File: src/blr_pkg.sv
// shared types for the bresenham line rasterizer
package blr_pkg;

    typedef enum logic [2:0] {
        S_IDLE  = 3'b001,
        S_SETUP = 3'b010,
        S_DRAW  = 3'b100
    } t_state;

    typedef struct packed {
        logic load;
        logic setup;
        logic step;
    } t_cmd;

    typedef struct packed {
        logic last;
    } t_status;

endpackage

File: src/blr_ctrl.sv
// controller state machine for the bresenham line rasterizer
module blr_ctrl
    import blr_pkg::*;
(
    input  logic    i_clk,
    input  logic    i_rst_n,
    input  logic    i_in_valid,
    input  logic    i_out_ready,
    input  t_status i_status,
    output logic    o_in_ready,
    output logic    o_out_valid,
    output t_cmd    o_cmd
);

    t_state r_state;
    t_state n_state;

    always_comb begin
        n_state = r_state;
        unique case (r_state)
            S_IDLE: begin
                if (i_in_valid) begin
                    n_state = S_SETUP;
                end
            end
            S_SETUP: begin
                n_state = S_DRAW;
            end
            S_DRAW: begin
                if (i_out_ready && i_status.last) begin
                    n_state = S_IDLE;
                end
            end
            default: begin
                n_state = S_IDLE;
            end
        endcase
    end

    always_ff @(posedge i_clk) begin
        if (!i_rst_n) begin
            r_state <= S_IDLE;
        end else begin
            r_state <= n_state;
        end
    end

    assign o_in_ready  = (r_state == S_IDLE);
    assign o_out_valid = (r_state == S_DRAW);
    assign o_cmd.load  = (r_state == S_IDLE) && i_in_valid;
    assign o_cmd.setup = (r_state == S_SETUP);
    assign o_cmd.step  = (r_state == S_DRAW) && i_out_ready && !i_status.last;

    // input and output sides are never open at once
    a_exclusive: assert property (@(posedge i_clk) disable iff (!i_rst_n)
        !(o_in_ready && o_out_valid))
        else $error("input ready while a pixel is pending");

    // the first pixel follows the setup cycle
    a_setup_draw: assert property (@(posedge i_clk) disable iff (!i_rst_n)
        o_cmd.setup |=> o_out_valid)
        else $error("no pixel after setup");

    // taking the last pixel frees the input
    a_last_idle: assert property (@(posedge i_clk) disable iff (!i_rst_n)
        (o_out_valid && i_out_ready && i_status.last) |=> o_in_ready)
        else $error("block not idle after last pixel");

    // a new request always goes through setup
    a_load_setup: assert property (@(posedge i_clk) disable iff (!i_rst_n)
        o_cmd.load |=> (o_cmd.setup && !o_out_valid))
        else $error("request accepted without setup");

endmodule

File: src/blr_datapath.sv
// position, error term and step counter datapath for the line rasterizer
module blr_datapath
    import blr_pkg::*;
#(
    parameter int COORD_WIDTH = 6
) (
    input  logic                          i_clk,
    input  logic                          i_rst_n,
    input  t_cmd                          i_cmd,
    input  logic signed [COORD_WIDTH-1:0] i_start_x,
    input  logic signed [COORD_WIDTH-1:0] i_start_y,
    input  logic signed [COORD_WIDTH-1:0] i_end_x,
    input  logic signed [COORD_WIDTH-1:0] i_end_y,
    output logic signed [COORD_WIDTH-1:0] o_pixel_x,
    output logic signed [COORD_WIDTH-1:0] o_pixel_y,
    output t_status                       o_status
);

    localparam int CW = COORD_WIDTH;
    localparam int EW = COORD_WIDTH + 2;

    logic [CW-1:0] r_x;
    logic [CW-1:0] r_y;
    logic [CW-1:0] r_ex;
    logic [CW-1:0] r_ey;
    logic [EW-1:0] r_err;
    logic [EW-1:0] r_inc_diag;
    logic [EW-1:0] r_inc_straight;
    logic [CW-1:0] r_steps;
    logic          r_sx_neg;
    logic          r_sy_neg;
    logic          r_x_major;

    logic [CW:0]   w_dx;
    logic [CW:0]   w_dy;
    logic [CW:0]   w_dx_neg;
    logic [CW:0]   w_dy_neg;
    logic [CW-1:0] w_adx;
    logic [CW-1:0] w_ady;
    logic          w_x_major;
    logic [CW-1:0] w_major;
    logic [CW-1:0] w_minor;
    logic [EW-1:0] w_minor2;
    logic [EW-1:0] w_major2;
    logic          w_diag;
    logic          w_step_x;
    logic          w_step_y;
    logic [CW-1:0] w_x_inc;
    logic [CW-1:0] w_y_inc;

    assign w_dx      = {r_ex[CW-1], r_ex} - {r_x[CW-1], r_x};
    assign w_dy      = {r_ey[CW-1], r_ey} - {r_y[CW-1], r_y};
    assign w_dx_neg  = -w_dx;
    assign w_dy_neg  = -w_dy;
    assign w_adx     = w_dx[CW] ? w_dx_neg[CW-1:0] : w_dx[CW-1:0];
    assign w_ady     = w_dy[CW] ? w_dy_neg[CW-1:0] : w_dy[CW-1:0];
    assign w_x_major = (w_adx > w_ady);
    assign w_major   = w_x_major ? w_adx : w_ady;
    assign w_minor   = w_x_major ? w_ady : w_adx;
    assign w_minor2  = {1'b0, w_minor, 1'b0};
    assign w_major2  = {1'b0, w_major, 1'b0};

    // minor axis moves when the error term is not negative
    assign w_diag   = !r_err[EW-1];
    assign w_step_x = r_x_major || w_diag;
    assign w_step_y = !r_x_major || w_diag;
    assign w_x_inc  = r_sx_neg ? {CW{1'b1}} : {{(CW-1){1'b0}}, 1'b1};
    assign w_y_inc  = r_sy_neg ? {CW{1'b1}} : {{(CW-1){1'b0}}, 1'b1};

    always_ff @(posedge i_clk) begin
        if (i_cmd.load) begin
            r_x  <= i_start_x;
            r_y  <= i_start_y;
            r_ex <= i_end_x;
            r_ey <= i_end_y;
        end else if (i_cmd.setup) begin
            r_sx_neg       <= w_dx[CW];
            r_sy_neg       <= w_dy[CW];
            r_x_major      <= w_x_major;
            r_steps        <= w_major;
            r_err          <= w_minor2 - {2'b00, w_major};
            r_inc_diag     <= w_minor2 - w_major2;
            r_inc_straight <= w_minor2;
        end else if (i_cmd.step) begin
            if (w_step_x) begin
                r_x <= r_x + w_x_inc;
            end
            if (w_step_y) begin
                r_y <= r_y + w_y_inc;
            end
            r_err   <= r_err + (w_diag ? r_inc_diag : r_inc_straight);
            r_steps <= r_steps - 1'b1;
        end
    end

    assign o_pixel_x     = r_x;
    assign o_pixel_y     = r_y;
    assign o_status.last = (r_steps == '0);

    // each step consumes exactly one major-axis count
    a_step_count: assert property (@(posedge i_clk) disable iff (!i_rst_n)
        i_cmd.step |=> (r_steps == $past(r_steps) - 1'b1))
        else $error("step counter out of sequence");

endmodule

File: src/bresenham_line_rasterizer.sv
// top level: bresenham line rasterizer, one segment in, one pixel per request out
// the first pixel is valid once setup is done and the controller enters draw
// 1 + max(|dx|, |dy|) pixels per segment: the start and one per major-axis step
// a new segment is accepted only after the last pixel of the one before is taken
// reset: synchronous active-low i_rst_n returns the controller to idle, ready for a segment
// no clearing pass; position and error registers are loaded by each segment
module bresenham_line_rasterizer
    import blr_pkg::*;
#(
    parameter int COORD_WIDTH = 6
) (
    input  logic                          i_clk,
    input  logic                          i_rst_n,
    input  logic                          i_valid,
    output logic                          o_ready,
    input  logic signed [COORD_WIDTH-1:0] i_start_x,
    input  logic signed [COORD_WIDTH-1:0] i_start_y,
    input  logic signed [COORD_WIDTH-1:0] i_end_x,
    input  logic signed [COORD_WIDTH-1:0] i_end_y,
    output logic                          o_valid,
    input  logic                          i_ready,
    output logic signed [COORD_WIDTH-1:0] o_pixel_x,
    output logic signed [COORD_WIDTH-1:0] o_pixel_y,
    output logic                          o_last_pixel
);

    t_cmd    w_cmd;
    t_status w_status;

    blr_ctrl u_ctrl (
        .i_clk       (i_clk),
        .i_rst_n     (i_rst_n),
        .i_in_valid  (i_valid),
        .i_out_ready (i_ready),
        .i_status    (w_status),
        .o_in_ready  (o_ready),
        .o_out_valid (o_valid),
        .o_cmd       (w_cmd)
    );

    blr_datapath #(
        .COORD_WIDTH (COORD_WIDTH)
    ) u_datapath (
        .i_clk     (i_clk),
        .i_rst_n   (i_rst_n),
        .i_cmd     (w_cmd),
        .i_start_x (i_start_x),
        .i_start_y (i_start_y),
        .i_end_x   (i_end_x),
        .i_end_y   (i_end_y),
        .o_pixel_x (o_pixel_x),
        .o_pixel_y (o_pixel_y),
        .o_status  (w_status)
    );

    assign o_last_pixel = w_status.last;

endmodule

File: config.mk
export PLATFORM = sky130hd
export DESIGN_NAME = bresenham_line_rasterizer
export DESIGN_NICKNAME = d
export VERILOG_FILES = /design/src/blr_pkg.sv /design/src/blr_ctrl.sv /design/src/blr_datapath.sv /design/src/bresenham_line_rasterizer.sv
export SDC_FILE = /design/constraint.sdc
export NUM_CORES = 1
export LEC_CHECK = 0
export ABC_CLOCK_PERIOD_IN_PS = 6300
export BUFFER_PORTS_ARGS = -buffer_cell sky130_fd_sc_hd__clkbuf_2
export CORE_ASPECT_RATIO = 1.1
export CORE_MARGIN = 1.5
export CORE_UTILIZATION = 40
export DETAILED_ROUTE_END_ITERATION = 8
export PLACE_DENSITY_LB_ADDON = 0.08
export REMOVE_ABC_BUFFERS = 1
export SETUP_SLACK_MARGIN = 0.2
export SLEW_MARGIN = 20
export SYNTH_ARGS = -nofsm -noshare
export SYNTH_HDL_FRONTEND = slang
export SYNTH_SLANG_ARGS = --single-unit
File: constraint.sdc
create_clock -name i_clk -period 6.3 [get_ports i_clk]
set_input_delay 0.63 -clock i_clk [delete_from_list [all_inputs] [get_ports i_clk]]
set_output_delay 0.63 -clock i_clk [all_outputs]
set_load 0.01 [all_outputs]
==> After elaboration in Yosys (flattened, before gate mapping) <==
Index checks and enable logic that the tools add are counted.
{ "totals": {"ff_bits": 58, "wordCells": 71} }
{ "op_classes": {"addsub": 10, "magnitude_cmp": 1, "n_eq_ne": 6, "n_mux": 22, "n_bitwise": 1, "n_reduce_logical": 19} }
{ "ops": {"columns": ["op", "n"], "rows": [
  ["two-way mux 6 bit", 16],
  ["two-way mux 8 bit", 3],
  ["subtractor 6 x 6 -> 7 bit", 2],
  ["adder 6 bit", 2],
  ["negation 6 bit", 2],
  ["one-hot mux 3 bit (3 select lines)", 1],
  ["adder 8 bit", 1],
  ["nonzero test 2 bit", 4],
  ["subtractor 7 x 6 -> 8 bit", 1],
  ["subtractor 7 x 7 -> 8 bit", 1],
  ["greater-than comparator 6 bit", 1],
  ["logical NOT 6 bit", 1],
  ["two-way mux 3 bit", 2],
  ["AND reduction 2 bit", 3],
  ["AND reduction 3 bit", 2],
  ["subtractor 6 x 1 -> 6 bit, second input constant", 1],
  ["logical AND 1 bit", 4],
  ["inequality test 2 x 1 -> 1 bit, second input constant", 2],
  ["== test 3 x 1 -> 1 bit, second input constant", 1],
  ["== test 3 x 2 -> 1 bit, second input constant", 1],
  ["== test 3 bit, second input constant", 1],
  ["logical NOT 1 bit", 3],
  ["logical OR 1 bit", 2],
  ["inequality test 2 bit, second input constant", 1],
  ["inverter 1 bit", 1]
]} }

==> Logic depth before layout (Yosys ltp) <==
{ "depth": {"ltp_word": 7, "mapped_depth": 28, "depth_no_buf": 26} }

==> Hierarchy <==
A second synthesis with hierarchy kept.
{ "unflattened": {"hier_cells": 439, "hier_area_um2": 4314.1} }
{ "modules_own_cells": {"columns": ["mod", "instances", "cells_per_inst", "area_per_inst_um2"], "rows": [
  ["blr_datapath", 1, 421, 4140.2],
  ["blr_ctrl", 1, 18, 173.9]
]} }

==> Worst setup path after synthesis <==
OpenSTA, ideal clock, no wires.
{ "synth_timing": {"path_type": "register to register", "start": "reg u_datapath.r_x[0], in the netlist u_datapath.o_pixel_x[0]", "end": "reg u_datapath.r_err[6], data pin", "setup_time_ns": 0.260, "arrival_ns": 5.227, "t_required_ns": 6.040, "setup_slack_ns": 0.813, "path_stages_with_launch": 27, "path_buffers": 4, "synth_period_minus_slack_ns": 5.487, "path_cell_list": "edfxtp_1 ha_1 fa_1 nand2b_1 a21oi_1 o2bb2ai_2 buf_4 and3_1 or2_1 clkbuf_1 ha_1 nand3_1 o22ai_1 a21oi_1 inv_1 maj3_2 buf_6 clkbuf_1 nand2_1 o21ai_0 fa_1 a21oi_1 maj3_1 o211ai_1 a31o_2 xnor2_1 mux2_2"} }
{ "synth_between": {"elab_cells_between_ends": 8, "classes_between": "add/sub (3); order compare (1); mux (4)"} }
{ "synth_rtl": {"columns": ["element", "line_no", "text"], "rows": [
  ["start: declaration", "blr_datapath.sv:22", "logic [CW-1:0] r_x;"],
  ["start signal: assignment", "blr_datapath.sv:72", "r_x <= i_start_x;"],
  ["start signal: assignment", "blr_datapath.sv:86", "r_x <= r_x + w_x_inc;"],
  ["subtractor 6 x 6 -> 7 bit (*)", "blr_datapath.sv:51", "assign w_dx = {r_ex[CW-1], r_ex} - {r_x[CW-1], r_x};"],
  ["net u_datapath.w_dx[6]", "blr_datapath.sv:34", "logic [CW:0] w_dx;"],
  ["two-way mux 6 bit (*)", "blr_datapath.sv:55", "assign w_adx = w_dx[CW] ? w_dx_neg[CW-1:0] : w_dx[CW-1:0];"],
  ["greater-than comparator 6 bit", "blr_datapath.sv:57", "assign w_x_major = (w_adx > w_ady);"],
  ["two-way mux 6 bit, on equally long branches", "blr_datapath.sv:59, blr_datapath.sv:58", null],
  ["subtractor 7 x 6 -> 8 bit (*)", "blr_datapath.sv:81", "r_err <= w_minor2 - {2'b00, w_major};"],
  ["two-way mux 8 bit (*)", "blr_datapath.sv:76", "end else if (i_cmd.setup) begin"],
  ["end signal: assignment", "blr_datapath.sv:81", null],
  ["end signal: assignment", "blr_datapath.sv:91", "r_err <= r_err + (w_diag ? r_inc_diag : r_inc_straight);"],
  ["end: declaration", "blr_datapath.sv:26", "logic [EW-1:0] r_err;"]
]} }
The timed path passes the listed nets; every way through them passes the cells marked *.
A chain may end at the register's enable or synchronous reset.

==> Worst setup path in the final report <==
{ "layout_timing": {"start": "reg u_datapath.r_x[0], in the netlist u_datapath.o_pixel_x[0]", "end": "reg u_datapath.r_err[6], data pin"} }
{ "layout_between": {"elab_chain_cells": 7, "elab_cells_between_ends": 8, "classes_between": "add/sub (3); order compare (1); mux (4)"} }
{ "layout_lines": {"columns": ["element", "line_no", "text"], "rows": [
  ["subtractor 6 x 6 -> 7 bit (*)", "blr_datapath.sv:51", null],
  ["negation 6 bit", "blr_datapath.sv:53", "assign w_dx_neg = -w_dx;"],
  ["two-way mux 6 bit (*)", "blr_datapath.sv:55", null],
  ["greater-than comparator 6 bit", "blr_datapath.sv:57", null],
  ["two-way mux 6 bit, on equally long branches", "blr_datapath.sv:59, blr_datapath.sv:58", null],
  ["subtractor 7 x 6 -> 8 bit (*)", "blr_datapath.sv:81", null],
  ["two-way mux 8 bit (*)", "blr_datapath.sv:76", null]
]} }
Mark *: on every way between the ends. The rest lies on a longest branch, timed or not.

==> results.txt <==
----------------------------------------------------
[Floorplan]
  Starting utilization of the core area ... 0.412
  Core area ... 10,900 um2
  Standard-cell rows ... 40
  Die area ... 11,900 um2
  Top-level I/O count ... 43
  Width of the chip ... 104 um
  Die height ... 114 um

[Synthesis]
  Dominant cells by area after synthesis ... edfxtp_1 35%, ha_1 11%, xnor2_1 5.1%
  Sequential area share after synthesis ... 0.367
  Most used flip-flop cell after synthesis ... edfxtp_1
  Count of flip-flops with a built-in enable after synthesis ... 53
  Area leader, netlist ... edfxtp_1
  Area share of the largest cell type after synthesis ... 0.354
  Total of flip-flops plus latches after synthesis ... 56
  Leading cell type by number of instances after synthesis ... edfxtp_1
  Ranking of synthesized cells by instance count ... 53 x edfxtp_1, 45 x inv_1, 43 x a21oi_1
  Synth warnings ... 0
  Syn avg cell area ... 9.71 um2
  Yosys cell types ... 60
  Gate Count Post-Synth ... 463
  Post-synthesis cell area ... 4490 um2
  Proportion of register bits with asynchronous set or reset after synthesis ... 0

[GRT]
  Via count of the first global-routing pass ... 3,413
  Leftover overflow at the end of global routing ... 0
  GRT Resource Usage Total ... 0.174
  Wire length of the first global-routing pass ... 16,200 um
  Number of antenna violations at the first check in global routing ... 0
  Pin count of the biggest net entering global routing ... 30

[STA]
  Layout Skew ... 0.00549 ns
  Total of endpoints with negative setup slack in the final report ... 0
  Max Freq ... 176 MHz
  Share of the clock period used by the worst path after layout ... 0.904
  RSZ-0062 raised after global routing ... false
  Final max-slew violation count ... 0
  Post-layout minimum cycle time ... 5.70 ns
  Final Hold Vio Count ... 0
  Actual transition at the worst max-transition pin ... 0.660 ns
  Headroom to the max-slew limit ... 0.557
  Final sum of negative setup slack ... 0 ns

[Clock network]
  Insertion delay of the later-clocked pin in the worst-skew pair ... 0.30 ns
  Clock sink count ... 56
  Worst-path clk slew ... 0.07 ns
  Num CTS Buffers ... 5
  Number of hold buffers added after CTS ... 0
  Count of H-tree levels built during CTS ... 2
  Clock tree root buffer cell ... clkbuf_16
  Number of buffers on the longest clock path ... 2
  CTS tree ... done

[Pwr]
  Part of the power in the clock network ... 0.122
  Tot Pwr ... 2.65 mW
  Power share of the combinational group ... 0.685
  Static leakage ... 2.21 nW
  Power share of the sequential group ... 0.193
  Pwr/cell area ... 520 nW/um2
  Sw Ratio ... 0.442
  Internal portion of total power ... 1.48 mW
  Switching power ... 1.17 mW
  Largest vdd supply drop ... 0.000211 V

[Detailed routing]
  Final WL ... 9630 um
  Number of DRC violations after detailed-routing iteration 0 ... 85
  Drt first pass iters ... 4
  Number of vias per cell ... 5.03
  Number of routed nets with antenna violations ... 0
  DR DRC count ... 0
  Detail-routed net length per standard cell ... 14.6 um
  Count of vias placed by the detailed router ... 3,319

[Status]
  Result of the run ... complete, no violations

[Critical path]
  Category of the worst setup path launch point ... flop
  Largest fanout on the critical path ... 11
  Flop-to-flop setup slack ... 0.60 ns
  Worst r2r src ... u_datapath.o_pixel_x[0]$_DFFE_PP_
  Length in cells of the worst reg-to-reg path ... 22
  Origin of the worst setup path ... u_datapath.o_pixel_x[0]$_DFFE_PP_
  Required time at the endpoint of the critical path ... 6.36 ns
  Endpoint type of the worst setup path ... flop
  Reg2reg end ... u_datapath.r_err[6]$_DFFE_PP_
  Worst EP arrival ... 5.75 ns
  Category of the critical setup timing path ... flop to flop

[Hold path]
  Hold Crit Endpoint ... u_datapath.r_ey[0]$_DFFE_PP_
  Instance count along the most critical hold path ... 1
  Hold Path Origin ... i_end_y[0]
  Worst Hold Class ... input pin to flop

[Final layout]
  Ant diodes ... 0
  Area occupied by multi-input gates ... 2610 um2
  Number of fill cells in the layout ... 1,102
  Area occupied by registers ... 1650 um2
  Area added between synthesis and finish ... 13.5%
  Fraction of layout instances using a drive strength above 1 ... 0.168
  Layout net count ... 585

[Job]
  Number of violations of the max-capacitance limit ... 0

[Placement]
  Number of I/O port buffers ... 42
  Routability Congestion ... 0.959
  Half-perimeter wire length of the detailed placement result ... 7560 um

----------------------------------------------------
[state kept, by name, indices dropped and copies added, names as in the netlist, 3 cells and up]
| register | cells |
|---|---|
| u_datapath.r_ex | 6 |
| u_datapath.r_steps | 6 |
| u_datapath.r_inc_straight | 6 |
| u_datapath.r_inc_diag | 7 |
| u_ctrl.r_state | 3 |
| u_datapath.r_err | 7 |
| u_datapath.o_pixel_y | 6 |
| u_datapath.o_pixel_x | 6 |
| u_datapath.r_ey | 6 |
[worst max path at each step]
stage | to | cells after the start
2_1_floorplan | u_datapath.r_err[6]$_DFFE_PP_ | 23
3_3_place_gp | u_datapath.r_err[6]$_DFFE_PP_ | 24
3_5_place_dp | u_datapath.r_err[6]$_DFFE_PP_ | 24
4_1_cts | u_datapath.r_err[6]$_DFFE_PP_ | 24
5_1_grt | u_datapath.r_err[6]$_DFFE_PP_ | 22
6_report | u_datapath.r_err[6]$_DFFE_PP_ | 22
[critical path: stages, from the launching register on]
cell and delay, ns:
edfxtp_1 0.45, ha_1 0.25, fa_1 0.42, nand2b_1 0.18
a21oi_1 0.24, o2bb2ai_4 0.16, and3_1 0.22, or2_1 0.27
ha_1 0.40, nand3_1 0.12, o22ai_1 0.09, a21oi_1 0.12
inv_1 0.05, maj3_2 0.39, o21ai_0 0.34, inv_1 0.10
fa_1 0.42, a21oi_1 0.25, maj3_1 0.25, o211ai_1 0.09
a31o_2 0.24, xnor2_1 0.11, mux2_2 0.26
[what timing repair did]
item                       CTS  global route
buffers inserted             0             4
gates resized for setup      0             3
setup endpoints to repair    0             2
[through the flow]
stage	util	instances	hold WS (ns)	area (um2)	setup WS, ns
2_1_floorplan	-	450	0.507	4430	0.679
3_3_place_gp	0.448	648	0.549	4890	0.724
3_5_place_dp	0.448	648	0.548	4890	0.529
4_1_cts	0.463	656	0.490	5050	0.476
5_1_grt	0.467	660	0.488	5100	0.210
6_report	0.467	660	0.495	5100	0.604
[layout by cell type (no fill, tap or decap), drive strengths merged, types with 2 or more instances in the layout]
| cell type | Yosys | routed |
|---|---|---|
| a211oi | 3 | 3 |
| a21boi | 2 | 2 |
| a21o | 8 | 8 |
| a21oi | 43 | 43 |
| a221oi | 3 | 3 |
| a31oi | 2 | 2 |
| and2 | 7 | 7 |
| and3 | 2 | 2 |
| buf | 5 | 13 |
| clkbuf | 8 | 48 |
| clkinv | 2 | 2 |
| dfxtp | 3 | 3 |
| edfxtp | 53 | 53 |
| fa | 6 | 6 |
| ha | 39 | 39 |
| inv | 45 | 45 |
| maj3 | 3 | 3 |
| mux2 | 7 | 7 |
| mux2i | 13 | 13 |
| nand2 | 31 | 31 |
| nand2b | 6 | 6 |
| nand3 | 8 | 8 |
| nand3b | 4 | 4 |
| nor2 | 40 | 40 |
| nor2b | 4 | 4 |
| nor3 | 10 | 10 |
| nor3b | 2 | 2 |
| o211ai | 5 | 5 |
| o21a | 4 | 4 |
| o21ai | 25 | 25 |
| o21bai | 4 | 4 |
| o22ai | 3 | 3 |
| o31ai | 2 | 2 |
| or2 | 4 | 4 |
| or3 | 2 | 2 |
| xnor2 | 26 | 26 |
| xnor3 | 3 | 3 |
| xor2 | 16 | 16 |
[final cells by class]
cell class	count	share of cell area
Timing Repair Buffer	55	0.0604
Tap cell	147	0.0361
Clock inverter	2	0.00687
Clock buffer	6	0.0253
Sequential cell	56	0.324
Inverter	47	0.0353
Multi-Input combinational cell	347	0.512
[power groups by stage]
stage	registers, mW	logic (mW)	clock network [mW]
floorplan	0.521	1.32	0
CTS	0.512	1.76	0.333
global placement	0.519	1.76	0
global route	0.514	2.03	0.346
detailed placement	0.520	1.75	0
finish	0.511	1.82	0.325
[per-layer routing]
layer,part of all wire,up-vias,GRT usage
met4,0.028,0,0.0778
li1,-,1729,-
met3,0.023,19,0.0273
met2,0.49,50,0.309
met1,0.46,1521,0.207
met5,0,-,0
[cells by family (layout without fill, tap and decap cells)]
group | count (synthesis) | in the layout | share of synthesized area
buffers and inverters | 60 | 110 | 0.0540
AOI/OAI and AO/OA | 112 | 112 | 0.159
xor gates and xnor gates | 45 | 45 | 0.100
muxes | 20 | 20 | 0.0465
and+or+nand+nor | 122 | 122 | 0.131
adders and majority gates | 48 | 48 | 0.142
DFF | 56 | 56 | 0.367
Note: power is estimated with default switching activity, not from simulation.
